### config.mk
export PLATFORM = sky130hd
export DESIGN_NAME = variable_width_bit_stack_unit
export DESIGN_NICKNAME = d
export VERILOG_FILES = /design/src/design/vwbs_pkg.sv /design/src/design/vwbs_front.sv /design/src/design/vwbs_back.sv /design/src/design/variable_width_bit_stack_unit.sv
export SDC_FILE = /design/constraint.sdc
export NUM_CORES = 2
export LEC_CHECK = 0
export BUFFER_PORTS_ARGS = -buffer_cell sky130_fd_sc_hd__buf_2
export CAP_MARGIN = 25
export CORE_ASPECT_RATIO = 1.4
export CORE_MARGIN = 8
export CORE_UTILIZATION = 28
export DETAILED_ROUTE_END_ITERATION = 8
export HOLD_SLACK_MARGIN = 0.03
export SLEW_MARGIN = 10
export SYNTH_ARGS = -nofsm -noshare
export SYNTH_HDL_FRONTEND = slang
export SYNTH_SLANG_ARGS = --single-unit
### constraint.sdc
create_clock -name clk -period 10 [get_ports clk]
set_clock_uncertainty 0.05 [all_clocks]
set_input_delay 2.5 -clock clk [delete_from_list [all_inputs] [get_ports clk]]
set_output_delay 2.5 -clock clk [all_outputs]
set_load 0.01 [all_outputs]
### src/design/vwbs_pkg.sv
// Shared types and constants for the variable-width bit stack.
package vwbs_pkg;
    localparam int STORE_WORDS = 64;
    localparam int WORD_BITS   = 32;
    localparam int ADDR_W      = $clog2(STORE_WORDS);
    localparam int CAP_BITS    = STORE_WORDS * WORD_BITS;
    localparam int FILL_W      = $clog2(CAP_BITS + 1);
    localparam int QDEPTH      = 2;

    typedef enum logic [1:0] {OP_PUSH = 2'd0, OP_PEEK = 2'd1, OP_POP = 2'd2, OP_NOP = 2'd3} op_t;
    typedef enum logic [1:0] {ST_OK = 2'd0, ST_UNDER = 2'd1, ST_OVER = 2'd2} status_t;
    typedef enum logic [2:0] {BK_IDLE, BK_RD0, BK_RD1, BK_EX, BK_WR} bk_state_t;

    // Classified command handed from front to back.
    typedef struct packed {
        op_t               op;
        logic [31:0]       value;
        logic [5:0]        count;
    } cmd_t;
endpackage

### src/design/vwbs_front.sv
// Front end: saturates count and queues commands for the back end.
module vwbs_front (
    input  logic              clk,
    input  logic              rst_n,
    input  logic              valid,
    output logic              stall,
    input  logic [1:0]        op,
    input  logic [31:0]       value,
    input  logic [5:0]        count,
    output logic              cmd_valid,
    input  logic              cmd_take,
    output vwbs_pkg::cmd_t    cmd
);
    import vwbs_pkg::*;

    cmd_t       q_reg [QDEPTH];
    logic       wp_reg, wp_next, rp_reg, rp_next;
    logic [1:0] cnt_reg, cnt_next;
    cmd_t       c_in;
    logic       push, pop;

    always_comb
    begin
        c_in.op    = op_t'(op);
        c_in.value = value;
        c_in.count = (count > 6'd32) ? 6'd32 : count;
        stall      = (cnt_reg == 2'(QDEPTH));
        push       = valid && !stall;
        cmd_valid  = (cnt_reg != 2'd0);
        pop        = cmd_valid && cmd_take;
        cmd        = q_reg[rp_reg];
        wp_next    = push ? ~wp_reg : wp_reg;
        rp_next    = pop ? ~rp_reg : rp_reg;
        cnt_next   = cnt_reg + 2'(push) - 2'(pop);
    end

    always_ff @(posedge clk or negedge rst_n)
    begin
        if (!rst_n)
        begin
            wp_reg  <= 1'b0;
            rp_reg  <= 1'b0;
            cnt_reg <= 2'd0;
        end
        else
        begin
            wp_reg  <= wp_next;
            rp_reg  <= rp_next;
            cnt_reg <= cnt_next;
        end
    end

    always_ff @(posedge clk)
    begin
        if (push)
            q_reg[wp_reg] <= c_in;
    end

    a_cnt_bound: assert property (@(posedge clk) disable iff (!rst_n)
        cnt_reg <= 2'(QDEPTH)) else $error("queue count out of range");
    a_cnt_track: assert property (@(posedge clk) disable iff (!rst_n)
        (push && !pop) |=> cnt_reg == $past(cnt_reg) + 2'd1) else $error("queue count");
    a_sat: assert property (@(posedge clk) disable iff (!rst_n)
        push |-> c_in.count <= 6'd32) else $error("count not saturated");
endmodule

### src/design/vwbs_back.sv
// Back end: executes commands against the word memory, holds the result register.
module vwbs_back (
    input  logic              clk,
    input  logic              rst_n,
    input  logic              cmd_valid,
    output logic              cmd_take,
    input  vwbs_pkg::cmd_t    cmd,
    output logic              out_valid,
    input  logic              out_stall,
    output logic [31:0]       top_bits,
    output logic [11:0]       bit_total,
    output logic [1:0]        status
);
    import vwbs_pkg::*;

    logic [31:0]        mem [STORE_WORDS];
    logic [31:0]        rd_q;
    bk_state_t          st_reg, st_next;
    cmd_t               c_reg;
    logic [FILL_W-1:0]  fill_reg, fill_next;
    logic [31:0]        lo_reg;
    logic               ov_reg;
    logic [31:0]        top_reg;
    logic [11:0]        tot_reg;
    logic [1:0]         sts_reg;
    logic               ov_next;

    logic               mem_en, mem_we;
    logic [ADDR_W-1:0]  mem_addr;
    logic [31:0]        mem_wd;

    // Derived from the latched command
    logic [FILL_W-1:0]  cnt_f, base, endp;
    logic [ADDR_W-1:0]  w_lo, w_hi;
    logic [4:0]         off;
    logic               two;
    logic [63:0]        pair, rev_window, shifted, mask, merged;
    logic [31:0]        pushed, peek_raw, peek_rev;
    logic               fail, start, finish, wr_push;
    logic [FILL_W:0]    room;

    function automatic logic [31:0] rev32(input logic [31:0] x);
        logic [31:0] r;
        for (int i = 0; i < 32; i++)
            r[i] = x[31-i];
        return r;
    endfunction

    always_comb
    begin
        cnt_f  = FILL_W'(c_reg.count);
        // base = lowest bit position touched
        base   = (c_reg.op == OP_PUSH) ? fill_reg : fill_reg - cnt_f;
        endp   = base + cnt_f - FILL_W'(1);
        w_lo   = base[FILL_W-1:5] < FILL_W'(STORE_WORDS) ? ADDR_W'(base >> 5) : '0;
        w_hi   = ADDR_W'(endp >> 5);
        off    = base[4:0];
        two    = (cnt_f != '0) && (endp[FILL_W-1:5] != base[FILL_W-1:5]);
        room   = (FILL_W+1)'(CAP_BITS) - (FILL_W+1)'(fill_reg);
        if (c_reg.op == OP_PUSH)
            fail = (FILL_W+1)'(cnt_f) > room;
        else if (c_reg.op == OP_PEEK || c_reg.op == OP_POP)
            fail = cnt_f > fill_reg;
        else
            fail = 1'b0;
        pair     = {two ? rd_q : 32'd0, lo_reg};
        peek_raw = 32'(pair >> off);
        // bits oldest at bit 0; newest at count-1 -> reverse into newest at bit 0
        peek_rev = rev32(peek_raw) >> (6'd32 - c_reg.count);
        if (c_reg.count == 6'd0)
            peek_rev = 32'd0;
        // push: value bit0 newest -> at position base+count-1
        pushed   = rev32(c_reg.value) >> (6'd32 - c_reg.count);
        if (c_reg.count == 6'd0)
            pushed = 32'd0;
        mask     = (c_reg.count == 6'd32) ? 64'hFFFF_FFFF : ((64'd1 << c_reg.count) - 64'd1);
        mask     = mask << off;
        shifted  = {32'd0, pushed} << off;
        rev_window = pair;
        merged   = (rev_window & ~mask) | (shifted & mask);
    end

    assign start     = (st_reg == BK_IDLE) && cmd_valid && !(out_valid && out_stall);
    assign cmd_take  = start;
    assign out_valid = ov_reg;
    assign wr_push   = (c_reg.op == OP_PUSH) && !fail && (cnt_f != '0);

    always_comb
    begin
        st_next = st_reg;
        case (st_reg)
            BK_IDLE: if (start) st_next = BK_RD0;
            BK_RD0:  st_next = BK_RD1;
            BK_RD1:  st_next = BK_EX;
            BK_EX:   st_next = (wr_push && two) ? BK_WR : BK_IDLE;
            BK_WR:   st_next = BK_IDLE;
            default: st_next = BK_IDLE;
        endcase
    end

    assign finish = ((st_reg == BK_EX) && !(wr_push && two)) || (st_reg == BK_WR);

    always_comb
    begin
        mem_en   = 1'b0;
        mem_we   = 1'b0;
        mem_addr = w_lo;
        mem_wd   = merged[31:0];
        case (st_reg)
            BK_RD0:
            begin
                mem_en   = 1'b1;
                mem_addr = w_lo;
            end
            BK_RD1:
            begin
                mem_en   = 1'b1;
                mem_addr = w_hi;
            end
            BK_EX:
            begin
                mem_en   = wr_push;
                mem_we   = wr_push;
                mem_addr = w_lo;
            end
            BK_WR:
            begin
                mem_en   = 1'b1;
                mem_we   = 1'b1;
                mem_addr = w_hi;
                mem_wd   = merged[63:32];
            end
            default: mem_en = 1'b0;
        endcase
    end

    // Bit count and result update on the last cycle of a transaction.
    always_comb
    begin
        fill_next = fill_reg;
        ov_next   = ov_reg;
        if (out_valid && !out_stall)
            ov_next = 1'b0;
        if (finish)
        begin
            ov_next = 1'b1;
            if (!fail && c_reg.op == OP_PUSH)
                fill_next = fill_reg + cnt_f;
            else if (!fail && c_reg.op == OP_POP)
                fill_next = fill_reg - cnt_f;
        end
    end

    always_ff @(posedge clk or negedge rst_n)
    begin
        if (!rst_n)
        begin
            st_reg   <= BK_IDLE;
            fill_reg <= '0;
            ov_reg   <= 1'b0;
        end
        else
        begin
            st_reg   <= st_next;
            fill_reg <= fill_next;
            ov_reg   <= ov_next;
        end
    end

    always_ff @(posedge clk)
    begin
        if (start)
            c_reg <= cmd;
        if (st_reg == BK_RD1)
            lo_reg <= rd_q;
        if (finish)
        begin
            tot_reg <= 12'(fill_next);
            sts_reg <= fail ? ((c_reg.op == OP_PUSH) ? ST_OVER : ST_UNDER) : ST_OK;
            top_reg <= (c_reg.op == OP_PEEK && !fail) ? peek_rev : 32'd0;
        end
    end

    always_ff @(posedge clk)
    begin
        if (mem_en)
        begin
            if (mem_we)
                mem[mem_addr] <= mem_wd;
            else
                rd_q <= mem[mem_addr];
        end
    end

    assign top_bits  = top_reg;
    assign bit_total = tot_reg;
    assign status    = sts_reg;

    a_fill_cap: assert property (@(posedge clk) disable iff (!rst_n)
        fill_reg <= FILL_W'(CAP_BITS)) else $error("fill above capacity");
    a_fill_hold: assert property (@(posedge clk) disable iff (!rst_n)
        !finish |=> $stable(fill_reg)) else $error("fill moved outside finish");
    a_no_start_busy: assert property (@(posedge clk) disable iff (!rst_n)
        start |=> !$past(ov_reg && out_stall)) else $error("start while result blocked");
    a_res_hold: assert property (@(posedge clk) disable iff (!rst_n)
        (out_valid && out_stall) |=> out_valid && $stable(top_bits)) else $error("result lost");
endmodule

### src/design/variable_width_bit_stack_unit.sv
// Top level of the variable-width bit stack.
// A transaction passes the command queue, then back-end states RD0, RD1 and EX (and WR for a
// push spanning two words) before its result is registered; the back end takes a new command
// only from idle, and a stalled result holds off the next command.
// The single-port word memory is read twice per item and written once or twice per successful nonzero push.
// Reset clears the bit count, queue and result valid; memory contents are left undefined.
module variable_width_bit_stack_unit (
    input  logic        clk,
    input  logic        rst_n,
    input  logic        in_valid,
    output logic        in_stall,
    input  logic [1:0]  op,
    input  logic [31:0] value,
    input  logic [5:0]  count,
    output logic        out_valid,
    input  logic        out_stall,
    output logic [31:0] top_bits,
    output logic [11:0] bit_total,
    output logic [1:0]  status
);
    import vwbs_pkg::*;

    cmd_t cmd;
    logic cmd_valid, cmd_take;

    vwbs_front u_front (
        .clk(clk), .rst_n(rst_n), .valid(in_valid), .stall(in_stall),
        .op(op), .value(value), .count(count),
        .cmd_valid(cmd_valid), .cmd_take(cmd_take), .cmd(cmd)
    );

    vwbs_back u_back (
        .clk(clk), .rst_n(rst_n), .cmd_valid(cmd_valid), .cmd_take(cmd_take), .cmd(cmd),
        .out_valid(out_valid), .out_stall(out_stall),
        .top_bits(top_bits), .bit_total(bit_total), .status(status)
    );
endmodule
* Yosys cells after proc, flatten, opt, wreduce, memory -nomap -nowiden
Memory sizes are Yosys's and may differ from the RTL's. A register that Yosys moved wholly into a read port is not among the register bits.
Index checks and enable logic that the tools add are counted.
** Word-level totals
- Register bits :: 98
- RAM bits :: 2128
- Input port bits :: 44
- Output and inout bits :: 48
- Word-level logic and storage cells :: 106
- Memories :: 2
** Operators by class
- Add/subtract/negate cells :: 9
- Order comparisons :: 4
- Equal/unequal tests :: 10
- Shift-type cells :: 6
- Muxes and demuxes :: 26
- Bitwise logic cells :: 8
- Reduce and logical (&&, ||, !) cells :: 31
** Memories
- u_back.mem :: words 64, bits a word 32, rd ports 1, clocked after memory_dff 1, write ports 1, RTL line vwbs_back.sv:16 : logic [31:0] mem [STORE_WORDS];
- u_front.q_reg :: words 2, bits a word 40, rd ports 1, clocked after memory_dff 1, write ports 1, RTL line vwbs_front.sv:16 : cmd_t q_reg [QDEPTH];
** Operators with widths (number)
- 64-bit bitwise AND :: 2
- 32-bit two-way mux :: 3
- 64-bit two-way mux :: 1
- 64-bit NOT :: 1
- 64-bit bitwise OR :: 1
- 1-bit by 6-bit left shift with 64-bit output, first input constant :: 1
- 32-bit by 5-bit left shift with 64-bit output :: 1
- 64-bit by 5-bit left shift with 64-bit output :: 1
- 32-bit by 6-bit >> shifter with 32-bit output :: 2
- 64-bit by 5-bit >> shifter with 32-bit output :: 1
- 64-bit by 1-bit subtractor with 64-bit output, second input constant :: 1
- 12-bit two-way mux :: 4
- 12-bit by 6-bit adder with 12-bit output :: 2
- 6-bit two-way mux :: 3
- 6-bit by 13-bit greater-than comparator with 1-bit output :: 1
- 1-bit logical AND :: 13
- 12-bit by 12-bit subtractor with 13-bit output, first input constant :: 1
- 6-bit by 12-bit greater-than comparator with 1-bit output :: 1
- 3-bit one-hot mux with 4 select lines :: 1
- 12-bit nonzero test :: 1
- 12-bit by 1-bit subtractor with 12-bit output, second input constant :: 1
- 12-bit by 6-bit subtractor with 12-bit output :: 1
- 1-bit two-way mux :: 9
- 7-bit < comparator, second input constant :: 1
- 26 further kinds :: 40

* Logic depth before layout (Yosys ltp)
- Depth after elaboration :: 12
- Gate-level depth with buffers :: 35
- Mapped depth without buffers :: 23

* Cells and area by module
From an unflattened synthesis, not the netlist that was laid out.
** Unflattened totals
- Cells, all modules :: 7103
- Area total of the unflattened synthesis :: 100057.2 um^2
** By module, submodules not included
- vwbs_back :: instances 1, cells an instance 6954, area an instance 96761.6 um^2, seq. area each 66403.7 um^2
- vwbs_front :: instances 1, cells an instance 149, area an instance 3295.7 um^2, seq. area each 2502.4 um^2

* Least setup slack after synthesis
OpenSTA, ideal clock, no wires.
- Path type :: register to register
- From :: reg u_back.c_reg[2] (netlist name)
- To :: mem u_back.mem[0][29], data pin
- Setup time :: 0.723 ns
- Data arrival time :: 9.589 ns
- Required time :: 9.227 ns
- Path slack :: -0.362 ns
- Stages on the path, launching flop included :: 33
- Buffers on the path :: 11
- Period minus slack after synthesis :: 10.362 ns
- Path through :: edfxtp_1 > buf_2 > clkbuf_1 > inv_1 > ha_1 > buf_4 > o21a_1 > or4_1 > and3_1 > clkbuf_1 > inv_2 > clkbuf_1 > clkbuf_1 > buf_1 > clkbuf_1 > clkbuf_1 > ha_1 > inv_1 > ha_1 > or3_1 > o221ai_1 > nand3_1 > and2_1 > o221a_4 > o21ai_1 > a211oi_2 > buf_4 > nor2_1 > buf_2 > nand2_1 > a2111oi_0 > a21oi_1 > a21boi_0
** On the way
- Cells in the longest elaborated chain, start to end :: 10
- Elaborated cells between the ends (all ways) :: 23
- Those cells by class :: add/sub (5); eq/ne (2); shift (4); mux (5); bitwise (4); reduce/logical (3)
** RTL lines
- 12-bit by 6-bit subtractor with 12-bit output :: RTL line vwbs_back.sv:53 : base = (c_reg.op == OP_PUSH) ? fill_reg : fill_reg - cnt_f;
- 12-bit two-way mux :: RTL line vwbs_back.sv:53
- 12-bit by 6-bit adder with 12-bit output :: RTL line vwbs_back.sv:54 : endp = base + cnt_f - FILL_W'(1);
- 12-bit by 1-bit subtractor with 12-bit output :: RTL line vwbs_back.sv:54
- 7-bit != test :: RTL line vwbs_back.sv:58 : two = (cnt_f != '0) && (endp[FILL_W-1:5] != base[FILL_W-1:5]);
- 1-bit logical AND :: RTL line vwbs_back.sv:58
- 32-bit two-way mux :: RTL line vwbs_back.sv:66 : pair = {two ? rd_q : 32'd0, lo_reg};
- 64-bit bitwise AND :: RTL line vwbs_back.sv:80 : merged = (rev_window & ~mask) | (shifted & mask);
- 64-bit bitwise OR (*) :: RTL line vwbs_back.sv:80
- 32-bit two-way mux (*) :: RTL line vwbs_back.sv:109 : case (st_reg)
- named net u_back.mem_wd[29] :: RTL line vwbs_back.sv:30 : logic [31:0] mem_wd;
- end: declaration :: RTL line vwbs_back.sv:16
Mark *: on every way through the listed nets, which the timed path passes. The rest lies on a longest branch.

* Final worst setup path
- From :: reg u_back.c_reg[38] (netlist name)
- To :: reg u_back.rd_q[6] (read register of u_back.mem), data pin
** On the way
- Cells in the longest elaborated chain, start to end :: 10
- Elaborated cells between the ends (all ways) :: 19
- Those cells by class :: add/sub (2); order compare (1); eq/ne (2); mux (7); bitwise (1); reduce/logical (6)
** RTL lines
- parallel branches: the longest is 10 deep, another holds 12-bit by 6-bit adder with 12-bit output
- end: declaration :: RTL line vwbs_back.sv:17 : logic [31:0] rd_q;
Parallel ways; which one is timed is not known.
A chain may end at the register's enable or synchronous reset.

==> results.sh <==
export IMPL_violations="design-rule violations"
export IMPL_ys_ff_latch=2298
export IMPL_synthCells=8120
export IMPL_routed_wl_um=426000
export IMPL_synthFlopType="edfxtp_1"
export IMPL_whs_ns=0.423
export IMPL_grtUsageTotal_pct=20.9
export IMPL_synth_area_leaders="edfxtp_1 (66%), nand2_1 (4.6%), a21oi_1 (2.8%)"
export IMPL_nFillCells=36100
export IMPL_cts_repair_resized=0
export IMPL_die_h_um=735
export IMPL_seq_area_um2=68900
export IMPL_synth_top_family_by_area="compound AO/OA/AOI/OAI gates"
export IMPL_end_kind="flop"
export IMPL_path_delay_family="compound AO/OA/AOI/OAI gates"
export IMPL_vias=76700
export IMPL_fin_crit_sh_pct=91.0
export IMPL_ys_seq_area_share_pct=66.7
export IMPL_netlist_area_um2=103000
export IMPL_worstPathCellList="inv_1 -> ha_1 -> inv_1 -> o211ai_1 -> and3_4 -> inv_2 -> ha_1 -> inv_1 -> ha_1 -> or3_1 -> o22a_1 -> o2bb2ai_1 -> a31oi_1 -> o32a_2 -> nand2_1 -> nor2_4 -> buf_4 -> a221oi_1 -> nand3_1 -> o211ai_1 -> a21oi_1 -> or3_1"
export IMPL_clkLatencyLatePin_ns=0.92
export IMPL_finalHoldViolations=0
export IMPL_dpl_hpwl_um=280000
export IMPL_synth_xor_area_share_pct=0.334
export IMPL_post_cts_buffers=0
export IMPL_drc=3
export IMPL_stdcell_area_um2=119000
export IMPL_dpl_cell_area_um2=112000
export IMPL_tightestPinTransition_ns=1.42
export IMPL_synthMuxAreaShare_pct=5.03
export IMPL_clockRootBuffer="clkbuf_16"
export IMPL_hold_buffers=0
export IMPL_ys_warn_count=0
export IMPL_core_region_area_um2=368000
export IMPL_cts_sinks=2298
export IMPL_cts_path_max_buffers=4
export IMPL_cts_tree="done"
export IMPL_num_rows=264
export IMPL_cp_required_ns=10.65
export IMPL_r2r_start="u_back.c_reg[38]"
export IMPL_synth_top_area_share_pct=66.2
export IMPL_start_util_pct=28.1
export IMPL_cts_made_buffers=217
export IMPL_syn_nets=8210
export IMPL_drtPass1Iterations=9
export IMPL_crit_path_max_fanout=49
export IMPL_criticalPathCategory="reg -> reg"
export IMPL_routedWlPerCell_um=32.0
export IMPL_yosys_area_share_simple_pct=10.2
export IMPL_area_delta_synth_final_pct=15.4
export IMPL_syn_area_per_cell_um2=12.7
export IMPL_finalSetupTns_ns=0
export IMPL_yosysUniqueCellTypes=103
export IMPL_cts_htree_levels=4
export IMPL_largest_reg_flops=2048
export IMPL_ios=92
export IMPL_startpoint="u_back.c_reg[38]"
export IMPL_rsz0062_at_grt="false"
export IMPL_fin_nets=8301
export IMPL_gp_congestion=0.995
export IMPL_first_global_vias=73200
export IMPL_finalMaxSlewViolations=0
export IMPL_synth_compound_area_share_pct=14.7
export IMPL_cp_num_buf_inv=5
export IMPL_cp_slowest_stage_delay_ns=1.15
export IMPL_grt_pass1_wl_um=589000
export IMPL_start_kind="flop"
export IMPL_setup_viol=0
export IMPL_cp_arrival_ns=9.76
export IMPL_cap_violations=0
export IMPL_die_width_um=530
export IMPL_hp_start="u_back.rd_q[31]"
export IMPL_fin_crit_ns=9.10
export IMPL_fmax_mhz=110
export IMPL_antenna_found_initial=19
export IMPL_synth_area_leader_cell="edfxtp_1"
export IMPL_finish_utilization_pct=32.4
export IMPL_slew_headroom_pct=5.28
export IMPL_crit_slowest_cell="a21oi_1"
export IMPL_dieArea_um2=389000
export IMPL_holdCritPathClass="reg -> reg"
export IMPL_synth_edff_count=2278
export IMPL_drive_above_1_share_pct=13.7
export IMPL_grt_overflow_total=0
export IMPL_viasPerCell=5.76
export IMPL_status="complete, but fails checks"
export IMPL_async_flop_share_pct=0.870
export IMPL_clk_pin_slew_ns=0.07
export IMPL_synth_fa_ha_area_share_pct=0.571
export IMPL_synth_common_cells="edfxtp_1 (2278), nand2_1 (1271), a21oi_1 (585)"
export IMPL_drt_initial_drc_count=10900
export IMPL_ant_nets=0
export IMPL_grt_start_max_net_pins=134
export IMPL_multi_input_area_um2=33100
export IMPL_io_buffers=91
export IMPL_synth_most_common_cell="edfxtp_1"
final timing paths:
| check | endpoint | slack (ns) | depth (start not counted) |
|---|---|---|---|
| worst max-delay path | u_back.rd_q[6] | 0.90 | 22 |
| worst min-delay path | u_back.lo_reg[31] | 0.42 | 0 |
| worst max register to register | u_back.rd_q[6] | 0.90 | 22 |
| worst min register to register | u_back.lo_reg[31] | 0.42 | 0 |
| max in group asynchronous | u_front.rp_reg | 7.82 | 1 |
| min in group asynchronous | u_back.fill_reg[10] | 1.61 | 1 |
routing by layer:
| metal | GRT usage, % | wire, um | vias up |
|---|---|---|---|
| met2 | 34.3 | 200000 | 5029 |
| met3 | 3.66 | 38300 | 1172 |
| met4 | 15.2 | 38200 | 6 |
| met5 | 0 | 39 | - |
| met1 | 24.5 | 150000 | 38600 |
| li1 | - | - | 31900 |
layout by cell type, fill, tap and decap left out, drive strengths merged, types with 150 or more instances in the layout:
cell    synthesis  final
edfxtp       2278   2278
nand2        1271   1271
a21oi         588    588
buf           219    469
nor2          425    425
a22oi         336    336
nand3         280    280
mux2i         271    271
clkbuf        379    247
o21ai         228    228
a211oi        199    199
a221oi        150    150
final cells by class:
type | instances | area share, %
Multi-Input combinational cell | 5167 | 27.7
Clock buffer | 246 | 4.66
Clock inverter | 144 | 1.33
Timing Repair Buffer | 470 | 3.16
Antenna cell | 13 | 0.0273
Sequential cell | 2298 | 57.8
Inverter | 57 | 0.181
Tap cell | 4921 | 5.16
worst register-to-register path: cells and delay by family, from the launching register on:
family | cells | cell delay [ns]
AO/OA/AOI/OAI | 8 | 3.91
adder cells (fa/ha/maj) | 3 | 1.33
buffers and inverters | 5 | 1.25
flip-flops | 1 | 0.42
AND/OR/NAND/NOR | 6 | 1.99
per-stage QoR:
step | cells | setup slack (ns)
6_report | 13300 | 0.896
5_1_grt | 13300 | 0.779
4_1_cts | 13300 | 1.36
3_5_place_dp | 12900 | 1.38
3_3_place_gp | 12900 | 0.387
2_1_floorplan | 8120 | 0.460
cell families (layout without fill, tap and decap cells):
family,Yosys count,after routing
other,0,13
buffers and inverters,655,917
XOR/XNOR,37,37
multiplexers,427,427
AO/OA/AOI/OAI,2237,2237
flip-flops,2298,2298
AND/OR/NAND/NOR,2420,2420
adder cells (fa/ha/maj),46,46
Power is left out: the tool's default activity adds up to more than one toggle a clock period on the data nets, which glitch-free logic cannot reach.
